[config.mk]
export PLATFORM = sky130hd
export DESIGN_NAME = rbm_bounds
export DESIGN_NICKNAME = d
export VERILOG_FILES = /design/src/rtl/rbm_pkg.sv /design/src/rtl/rbm_bounds.sv
export SDC_FILE = /design/constraint.sdc
export NUM_CORES = 2
export LEC_CHECK = 0
export ABC_AREA = 1
export BUFFER_PORTS_ARGS = -buffer_cell sky130_fd_sc_hd__buf_4
export CELL_PAD_IN_SITES_DETAIL_PLACEMENT = 0
export CELL_PAD_IN_SITES_GLOBAL_PLACEMENT = 2
export CORE_MARGIN = 2
export CORE_UTILIZATION = 42
export DETAILED_ROUTE_END_ITERATION = 16
export MAX_ROUTING_LAYER = met4
export PLACE_DENSITY_LB_ADDON = 0.1
export SYNTH_ARGS = -nofsm -noshare
export SYNTH_HDL_FRONTEND = slang
export SYNTH_SLANG_ARGS = --single-unit
[constraint.sdc]
create_clock -name clk -period 12.1 [get_ports clk]
set_clock_uncertainty 0.1 [all_clocks]
set_input_delay 1.21 -clock clk [delete_from_list [all_inputs] [get_ports clk]]
set_output_delay 1.21 -clock clk [all_outputs]
set_load 0.005 [all_outputs]
[src/rtl/rbm_pkg.sv]
// Shared types and constants for the region block mosaic.
// Holds the pixel item structs, the bounds unit status struct and the fixed
// reciprocal constants. No dependencies.
package rbm_pkg;

  // Fixed field and register widths.
  localparam int PIX_W      = 24;
  localparam int FACE_W     = 14;
  localparam int SIZE_W     = 12;
  localparam int CFG_IDX_W  = 3;
  localparam int CFG_DATA_W = 14;

  // Frame height limit and the row counter and row bound widths.
  localparam int MAX_ROWS = 2048;
  localparam int ROW_W    = 11;
  localparam int ROW_BW   = 12;

  // Shared multiplier operand width in the bounds unit.
  localparam int MUL_W = 28;

  // floor(x / 10000) = (x * R10K) >> 40, exact for x below 2**27.
  localparam logic [MUL_W-1:0] R10K       = 28'd109951163;
  localparam int               R10K_SHIFT = 40;
  // floor(x / 10) = (x * R10) >> 19 and floor(x / 5) = (x * R10) >> 18,
  // both exact well beyond the values seen here.
  localparam logic [MUL_W-1:0] R10        = 28'd52429;
  localparam int               R10_SHIFT  = 19;
  localparam int               R5_SHIFT   = 18;

  typedef struct packed {
    logic [7:0] red_in;
    logic [7:0] green_in;
    logic [7:0] blue_in;
    logic       frame_start;
  } pix_in_t;

  typedef struct packed {
    logic [7:0] red_out;
    logic [7:0] green_out;
    logic [7:0] blue_out;
    logic       in_region;
  } pix_out_t;

  // Status of the bounds unit as seen by the pixel path.
  typedef struct packed {
    logic busy;   // bounds or phases are being recomputed
    logic load;   // phase values are valid for one cycle
  } bnd_stat_t;

endpackage

[src/rtl/rbm_bounds.sv]
// Bounds unit of the region block mosaic: scales the face rectangle to
// pixels, grows and clamps it, and re-derives the block phases.
// Uses rbm_pkg; one shared registered multiplier, sixteen steps per axis.
module rbm_bounds #(
  parameter int STEP     = 10,
  parameter int MAX_COLS = 2048,
  localparam int CSW = $clog2(MAX_COLS + 1),
  localparam int CW  = $clog2(MAX_COLS),
  localparam int CBW = CW + 1,
  localparam int PW  = $clog2(STEP)
) (
  input  logic                          clk,
  input  logic                          rst,
  input  logic                          start,
  input  logic [rbm_pkg::FACE_W-1:0]    face_left,
  input  logic [rbm_pkg::FACE_W-1:0]    face_top,
  input  logic [rbm_pkg::FACE_W-1:0]    face_width,
  input  logic [rbm_pkg::FACE_W-1:0]    face_height,
  input  logic [CSW-1:0]                cols,
  input  logic [rbm_pkg::SIZE_W-1:0]    rows,
  input  logic [CW-1:0]                 col_pos,
  input  logic [rbm_pkg::ROW_W-1:0]     row_pos,
  output rbm_pkg::bnd_stat_t            stat,
  output logic [CBW-1:0]                x_lo,
  output logic [CBW-1:0]                x_hi,
  output logic [rbm_pkg::ROW_BW-1:0]    y_lo,
  output logic [rbm_pkg::ROW_BW-1:0]    y_hi,
  output logic [PW-1:0]                 col_phase_ld,
  output logic [CW-1:0]                 block_col_ld,
  output logic [PW-1:0]                 row_phase_ld
);

  localparam int AW  = (CSW > rbm_pkg::SIZE_W) ? CSW : rbm_pkg::SIZE_W;
  localparam int VW  = AW + 1;
  localparam int SW  = AW + 4;
  localparam int KS  = AW + 8;
  localparam int RS  = (2 ** KS + STEP - 1) / STEP;
  localparam int MOW = rbm_pkg::MUL_W;
  localparam int MW  = 2 * MOW;

  // Sequencer steps, one per cycle, run once for columns and once for rows.
  localparam logic [3:0] ST_ORG      = 4'd0;
  localparam logic [3:0] ST_P_MUL    = 4'd1;
  localparam logic [3:0] ST_LEN      = 4'd2;
  localparam logic [3:0] ST_W_MUL    = 4'd3;
  localparam logic [3:0] ST_W        = 4'd4;
  localparam logic [3:0] ST_C10_MUL  = 4'd5;
  localparam logic [3:0] ST_EXT_MUL  = 4'd6;
  localparam logic [3:0] ST_CLAMP    = 4'd7;
  localparam logic [3:0] ST_LIMIT    = 4'd8;
  localparam logic [3:0] ST_NB_MUL   = 4'd9;
  localparam logic [3:0] ST_NB       = 4'd10;
  localparam logic [3:0] ST_SPAN_MUL = 4'd11;
  localparam logic [3:0] ST_HI       = 4'd12;
  localparam logic [3:0] ST_BLK      = 4'd13;
  localparam logic [3:0] ST_BLK_MUL  = 4'd14;
  localparam logic [3:0] ST_PHASE    = 4'd15;

  logic [3:0]                  step;
  logic                        axis;
  logic                        busy;
  logic                        load;
  logic [MW-1:0]               mul;
  logic [MOW-1:0]              op_a;
  logic [MOW-1:0]              op_b;
  logic [rbm_pkg::FACE_W-1:0]  org;
  logic [rbm_pkg::FACE_W-1:0]  len;
  logic [AW-1:0]               size;
  logic [AW-1:0]               pos;
  logic [VW-1:0]               p;
  logic [VW-1:0]               w;
  logic [VW-1:0]               c10;
  logic [VW-1:0]               s;
  logic [VW-1:0]               nb;
  logic [VW-1:0]               dc;
  logic [VW-1:0]               hi_v;
  logic [CW-1:0]               blk;
  logic [PW-1:0]               ph;
  logic signed [SW-1:0]        ext;
  logic signed [SW-1:0]        s_sx;
  logic signed [SW-1:0]        size_sx;
  logic signed [SW-1:0]        step_sx;
  logic signed [SW-1:0]        ext_adj;
  logic signed [SW-1:0]        ext_round;
  logic                        ext_over;
  logic                        ext_pos;

  assign org  = axis ? face_top : face_left;
  assign len  = axis ? face_height : face_width;
  assign size = axis ? AW'(rows) : AW'(cols);
  assign pos  = axis ? AW'(row_pos) : AW'(col_pos);

  assign s_sx      = $signed(SW'(s));
  assign size_sx   = $signed(SW'(size));
  assign step_sx   = $signed(SW'(STEP));
  assign ext_adj   = size_sx - s_sx - step_sx;
  assign ext_over  = (s_sx + ext + step_sx) > size_sx;
  assign ext_round = ext + $signed(SW'(STEP - 1));
  assign ext_pos   = !ext[SW-1] && (ext != '0);
  assign ph        = PW'(dc - VW'(mul));

  // Operand selection for the shared multiplier.
  always_comb begin
    op_a = '0;
    op_b = '0;
    case (step)
      ST_ORG: begin
        op_a = MOW'(org);
        op_b = MOW'(size);
      end
      ST_P_MUL, ST_W_MUL: begin
        op_a = mul[MOW-1:0];
        op_b = rbm_pkg::R10K;
      end
      ST_LEN: begin
        op_a = MOW'(len);
        op_b = MOW'(size);
      end
      ST_C10_MUL: begin
        op_a = MOW'(w) + MOW'(9);
        op_b = rbm_pkg::R10;
      end
      ST_EXT_MUL: begin
        op_a = (MOW'(w) << 2) + (MOW'(w) << 1);
        op_b = rbm_pkg::R10;
      end
      ST_NB_MUL: begin
        op_a = MOW'($unsigned(ext_round));
        op_b = MOW'(RS);
      end
      ST_SPAN_MUL: begin
        op_a = MOW'(nb);
        op_b = MOW'(STEP);
      end
      ST_HI: begin
        op_a = MOW'(dc);
        op_b = MOW'(RS);
      end
      ST_BLK_MUL: begin
        op_a = MOW'(blk);
        op_b = MOW'(STEP);
      end
      default: begin
        op_a = '0;
        op_b = '0;
      end
    endcase
  end

  // Datapath registers: mul every cycle, the others only in their own steps.
  always_ff @(posedge clk) begin
    mul <= op_a * op_b;
    case (step)
      ST_LEN:      p <= VW'(mul >> rbm_pkg::R10K_SHIFT);
      ST_W:        w <= VW'(mul >> rbm_pkg::R10K_SHIFT);
      ST_EXT_MUL:  c10 <= VW'(mul >> rbm_pkg::R10_SHIFT);
      ST_CLAMP: begin
        ext <= $signed(SW'(mul >> rbm_pkg::R5_SHIFT));
        s   <= (p < c10) ? '0 : p - c10;
      end
      ST_LIMIT: begin
        if (ext_over) begin
          ext <= ext_adj;
        end
      end
      ST_NB:       nb <= VW'(mul >> KS);
      ST_SPAN_MUL: dc <= VW'(pos) - s;
      ST_HI:       hi_v <= ext_pos ? s + VW'(mul) : s;
      ST_BLK:      blk <= CW'(mul >> KS);
      default: begin
      end
    endcase
  end

  // Sequencer and result registers. The reset values are the bounds of the
  // reset configuration, which are all zero.
  always_ff @(posedge clk) begin
    if (rst) begin
      busy         <= 1'b0;
      load         <= 1'b0;
      step         <= ST_ORG;
      axis         <= 1'b0;
      x_lo         <= '0;
      x_hi         <= '0;
      y_lo         <= '0;
      y_hi         <= '0;
      col_phase_ld <= '0;
      block_col_ld <= '0;
      row_phase_ld <= '0;
    end else begin
      load <= 1'b0;
      if (start) begin
        busy <= 1'b1;
        step <= ST_ORG;
        axis <= 1'b0;
      end else if (load) begin
        busy <= 1'b0;
      end else if (busy) begin
        step <= step + 4'd1;
        if (step == ST_PHASE) begin
          if (!axis) begin
            x_lo         <= CBW'(s);
            x_hi         <= CBW'(hi_v);
            col_phase_ld <= ph;
            block_col_ld <= blk;
            axis         <= 1'b1;
          end else begin
            y_lo         <= rbm_pkg::ROW_BW'(s);
            y_hi         <= rbm_pkg::ROW_BW'(hi_v);
            row_phase_ld <= ph;
            load         <= 1'b1;
          end
        end
      end
    end
  end

  assign stat.busy = busy;
  assign stat.load = load;

  a_load_ends_busy : assert property (@(posedge clk) disable iff (rst)
    load && !start |=> !busy)
    else $error("bounds unit still busy after the phase load");

  a_start_sets_busy : assert property (@(posedge clk) disable iff (rst)
    start |=> busy && step == ST_ORG && !axis)
    else $error("bounds unit did not restart on a register write");

  a_load_only_when_busy : assert property (@(posedge clk) disable iff (rst)
    load |-> busy && axis)
    else $error("phase load outside a row pass");

endmodule

==> impl_metrics.csv <==
group,metric,value,unit
run_status,status,"finished, final reports clean",
worst_setup_path,setup.worst_path.start_class,"register",
cts,clock_latency,590,ps
timing,fmax,97.46,MHz
final_layout,fin_nets,5444,
drt,vias,28550,
timing,tns,0,ps
worst_setup_path,crit_slowest_cell,"nor2_1",
hold_path,hp-class,"reg -> reg",
worst_setup_path,arrival,10630,ps
worst_setup_path,required,12470,ps
synthesis,yosys.area.top_type,"fa_1",
timing,finalMaxSlewViolations,0,
synthesis,ys.flop_type,"dfxtp_1",
worst_setup_path,crit_type,"reg -> reg",
worst_setup_path,cpMostUsedCell,"inv_1",
timing,setup_viol,0,
drt,dr.first_iter.drc_count,2228,
placed_design,port_buffers,173,
synthesis,synthTopCellsByCount,"inv_1, nand2_1, fa_1, ha_1, nor2_1",
final_layout,areaGrowthSynthToFinish,9.782,%
global_route,grt_pass1_vias,28740,
timing,period_minus_slack,10260,ps
synthesis,synth_most_common_cell,"inv_1",
cts,cts_tree,"done",
drt,avgViaCountPerCell,5.148,
worst_setup_path,max_stage_delay,930,ps
cts,post_cts_buffers,0,
placed_design,dp_hpwl,110600,um
global_route,antenna_found_initial,2,
drt,routedWlPerCell,23.25,um
final_layout,fin_cells,5547,
worst_setup_path,worstSetupEndpointType,"register",
timing,rsz0062_at_grt,"false",
synthesis,yosysTopAreaCellShare,29.60,%
cts,cts_buffers,25,
global_route,grt_pass1_wl,190000,um
timing,worst_slew_pin_slew,1255,ps
synthesis,syn_avg_cell_area,8.104,um2
global_route,grt_util_met1,44.50,%
die,initial_core_util,42.42,%
global_route,grtUsageMet3,5.450,%
timing,slew_headroom,16.01,%
drt,drt-total-wl,129000,um
final_layout,drive_gt1_share,7.931,%
timing,post-route-period-util,84.80,%
global_route,track_usage,31.41,%
drt,detail-route-antenna-nets,0,
power_and_ir_drop,p_per_area,252.9,nW/um2
global_route,grt_max_degree,63,
die,rows,105,
worst_setup_path,crit_path_max_fanout,24,
power_and_ir_drop,p_leak,20.14,nW
synthesis,synth_seq_area_share,17.04,%
power_and_ir_drop,power,9.672,mW
global_route,grt_use_met2,47.11,%
synthesis,ys_types,65,
cts,cts_sinks,238,
synthesis,ys.warnings.count,0,
cts,ctsResizeCount,0,
cts,ctsHoldBuffers,0,
die,io-pin-count,174,
timing,hold_viol,0,
cts,cts_max_level,1,
synthesis,ys_ff_latch,238,
die,die_area,85250,um2
synthesis,async_flop_share,0,%
power_and_ir_drop,ir_drop,378.6,uV
cts,cts-root-buf,"clkbuf_16",
global_route,top_usage_layer,"met2",
die,die_w,292.0,um
synthesis,netlist_area,34830,um2
cts,clkTransAtPathRegs,70,ps
placed_design,placedCellCount,5500,
drt,drcViolationCount,0,
final_layout,postLayoutCoreUtil,46.57,%
cts,cts.path.max_buffers,3,
flow_run,maxCapViolCount,0,
placed_design,gp_congestion,0.9499,
synthesis,yosys-top-cells-area,"fa_1, ha_1, inv_1",
final_layout,n_fill_cell,8474,
drt,drtPass1Iterations,6,
synthesis,synth_edf_count,117,
synthesis,synth_cells,4298,
die,die_y,292.0,um
global_route,gr-total-overflow,0,
die,coreArea,82110,um2
[sequential cells by signal, summed over array words and instances (netlist names), 11 cells and up]
register      count
mul              47
ext              16
c10              13
dc               13
nb               13
p                13
s                13
w                13
hi_v             12
x_hi             12
x_lo             12
y_hi             12
y_lo             12
blk              11
block_col_ld     11
[through the flow]
| stage | worst slack, ps | hold slack, ps | instance area [um2] |
|---|---|---|---|
| final | 1839 | 376.4 | 38240 |
| after CTS | 1972 | 363.6 | 38240 |
| after detailed placement | 1790 | 336.4 | 37300 |
| after floorplan | 4586 | 302.9 | 34870 |
| after global placement | 1713 | 350.1 | 37300 |
| after global routing | 1631 | 375.3 | 38240 |
[layout make-up]
type                       count  area [um2]  area share (%)
inverter                    1120        4207           11.00
tap                         1070        1339           3.501
clock buffer                  35       745.7           1.950
antenna                        1       2.502        0.006544
clock inverter                11       185.2          0.4843
timing repair buffer         210        1577           4.123
sequential                   238        5937           15.53
multi-input combinational   2862       24250           63.41
[worst max-delay path, delay by kind of cell (launching register included)]
family | cells | cell delay [ps]
fa+ha+maj | 9 | 4170
simple gates | 11 | 3460
buf+inv | 10 | 1790
flops | 1 | 400
xor+xnor | 1 | 180
[layout by cell type (no fill, tap or decap), types with 16 or more instances in the layout]
cell type  synthesis  final
inv_1           1087   1087
ha_1             367    367
buf_4             11    210
nand2_1          809    809
clkbuf_16          0     27
fa_1             515    515
nor2_1           321    319
nand4_1           33     33
xnor2_1           34     34
o21ai_0          176    172
dfxtp_1          121    120
a31oi_1           16     16
nor3_1            28     28
inv_2             30     30
or2_2             22     22
a21oi_1          210    210
xor2_1            49     49
nand3_1          125    125
edfxtp_1         117    117
[report_power, final]
group / switching (mW) / internal, mW
logic: 5.13 / 2.47
registers: 0.141 / 1.04
clock network: 0.369 / 0.523
total: 5.64 / 4.03
[kinds of logic (layout without fill, tap and decap cells)]
logic type | count (synthesis) | count (layout) | share of synthesized area (%)
and+or+nand+nor | 1395 | 1395 | 16.70
buffers and inverters | 1208 | 1376 | 13.49
adders and majority gates | 882 | 882 | 42.78
AOI/OAI and AO/OA | 489 | 489 | 7.845
DFF | 238 | 238 | 17.04
xor gates and xnor gates | 83 | 83 | 2.087
other | 2 | 13 | 0.02156
muxes | 1 | 1 | 0.02874
[final timing paths]
| kind | from | slack [ps] | cells after the start | endpoint |
|---|---|---|---|---|
| setup reg to reg | step[0] | 1840 | 31 | mul[40] |
| setup / recovery | step[0] | 1840 | 31 | mul[40] |
| hold reg to reg | mul[44] | 380 | 0 | p[4] |
| hold / removal | mul[44] | 380 | 0 | p[4] |
[routing by layer]
metal  vias up  share of wire, %
met5         -                 0
met1     14110                46
met3       118               7.1
met4         0               2.5
li1      13400                 -
met2       922                44
No activity file was read; power rests on OpenSTA's default activity.
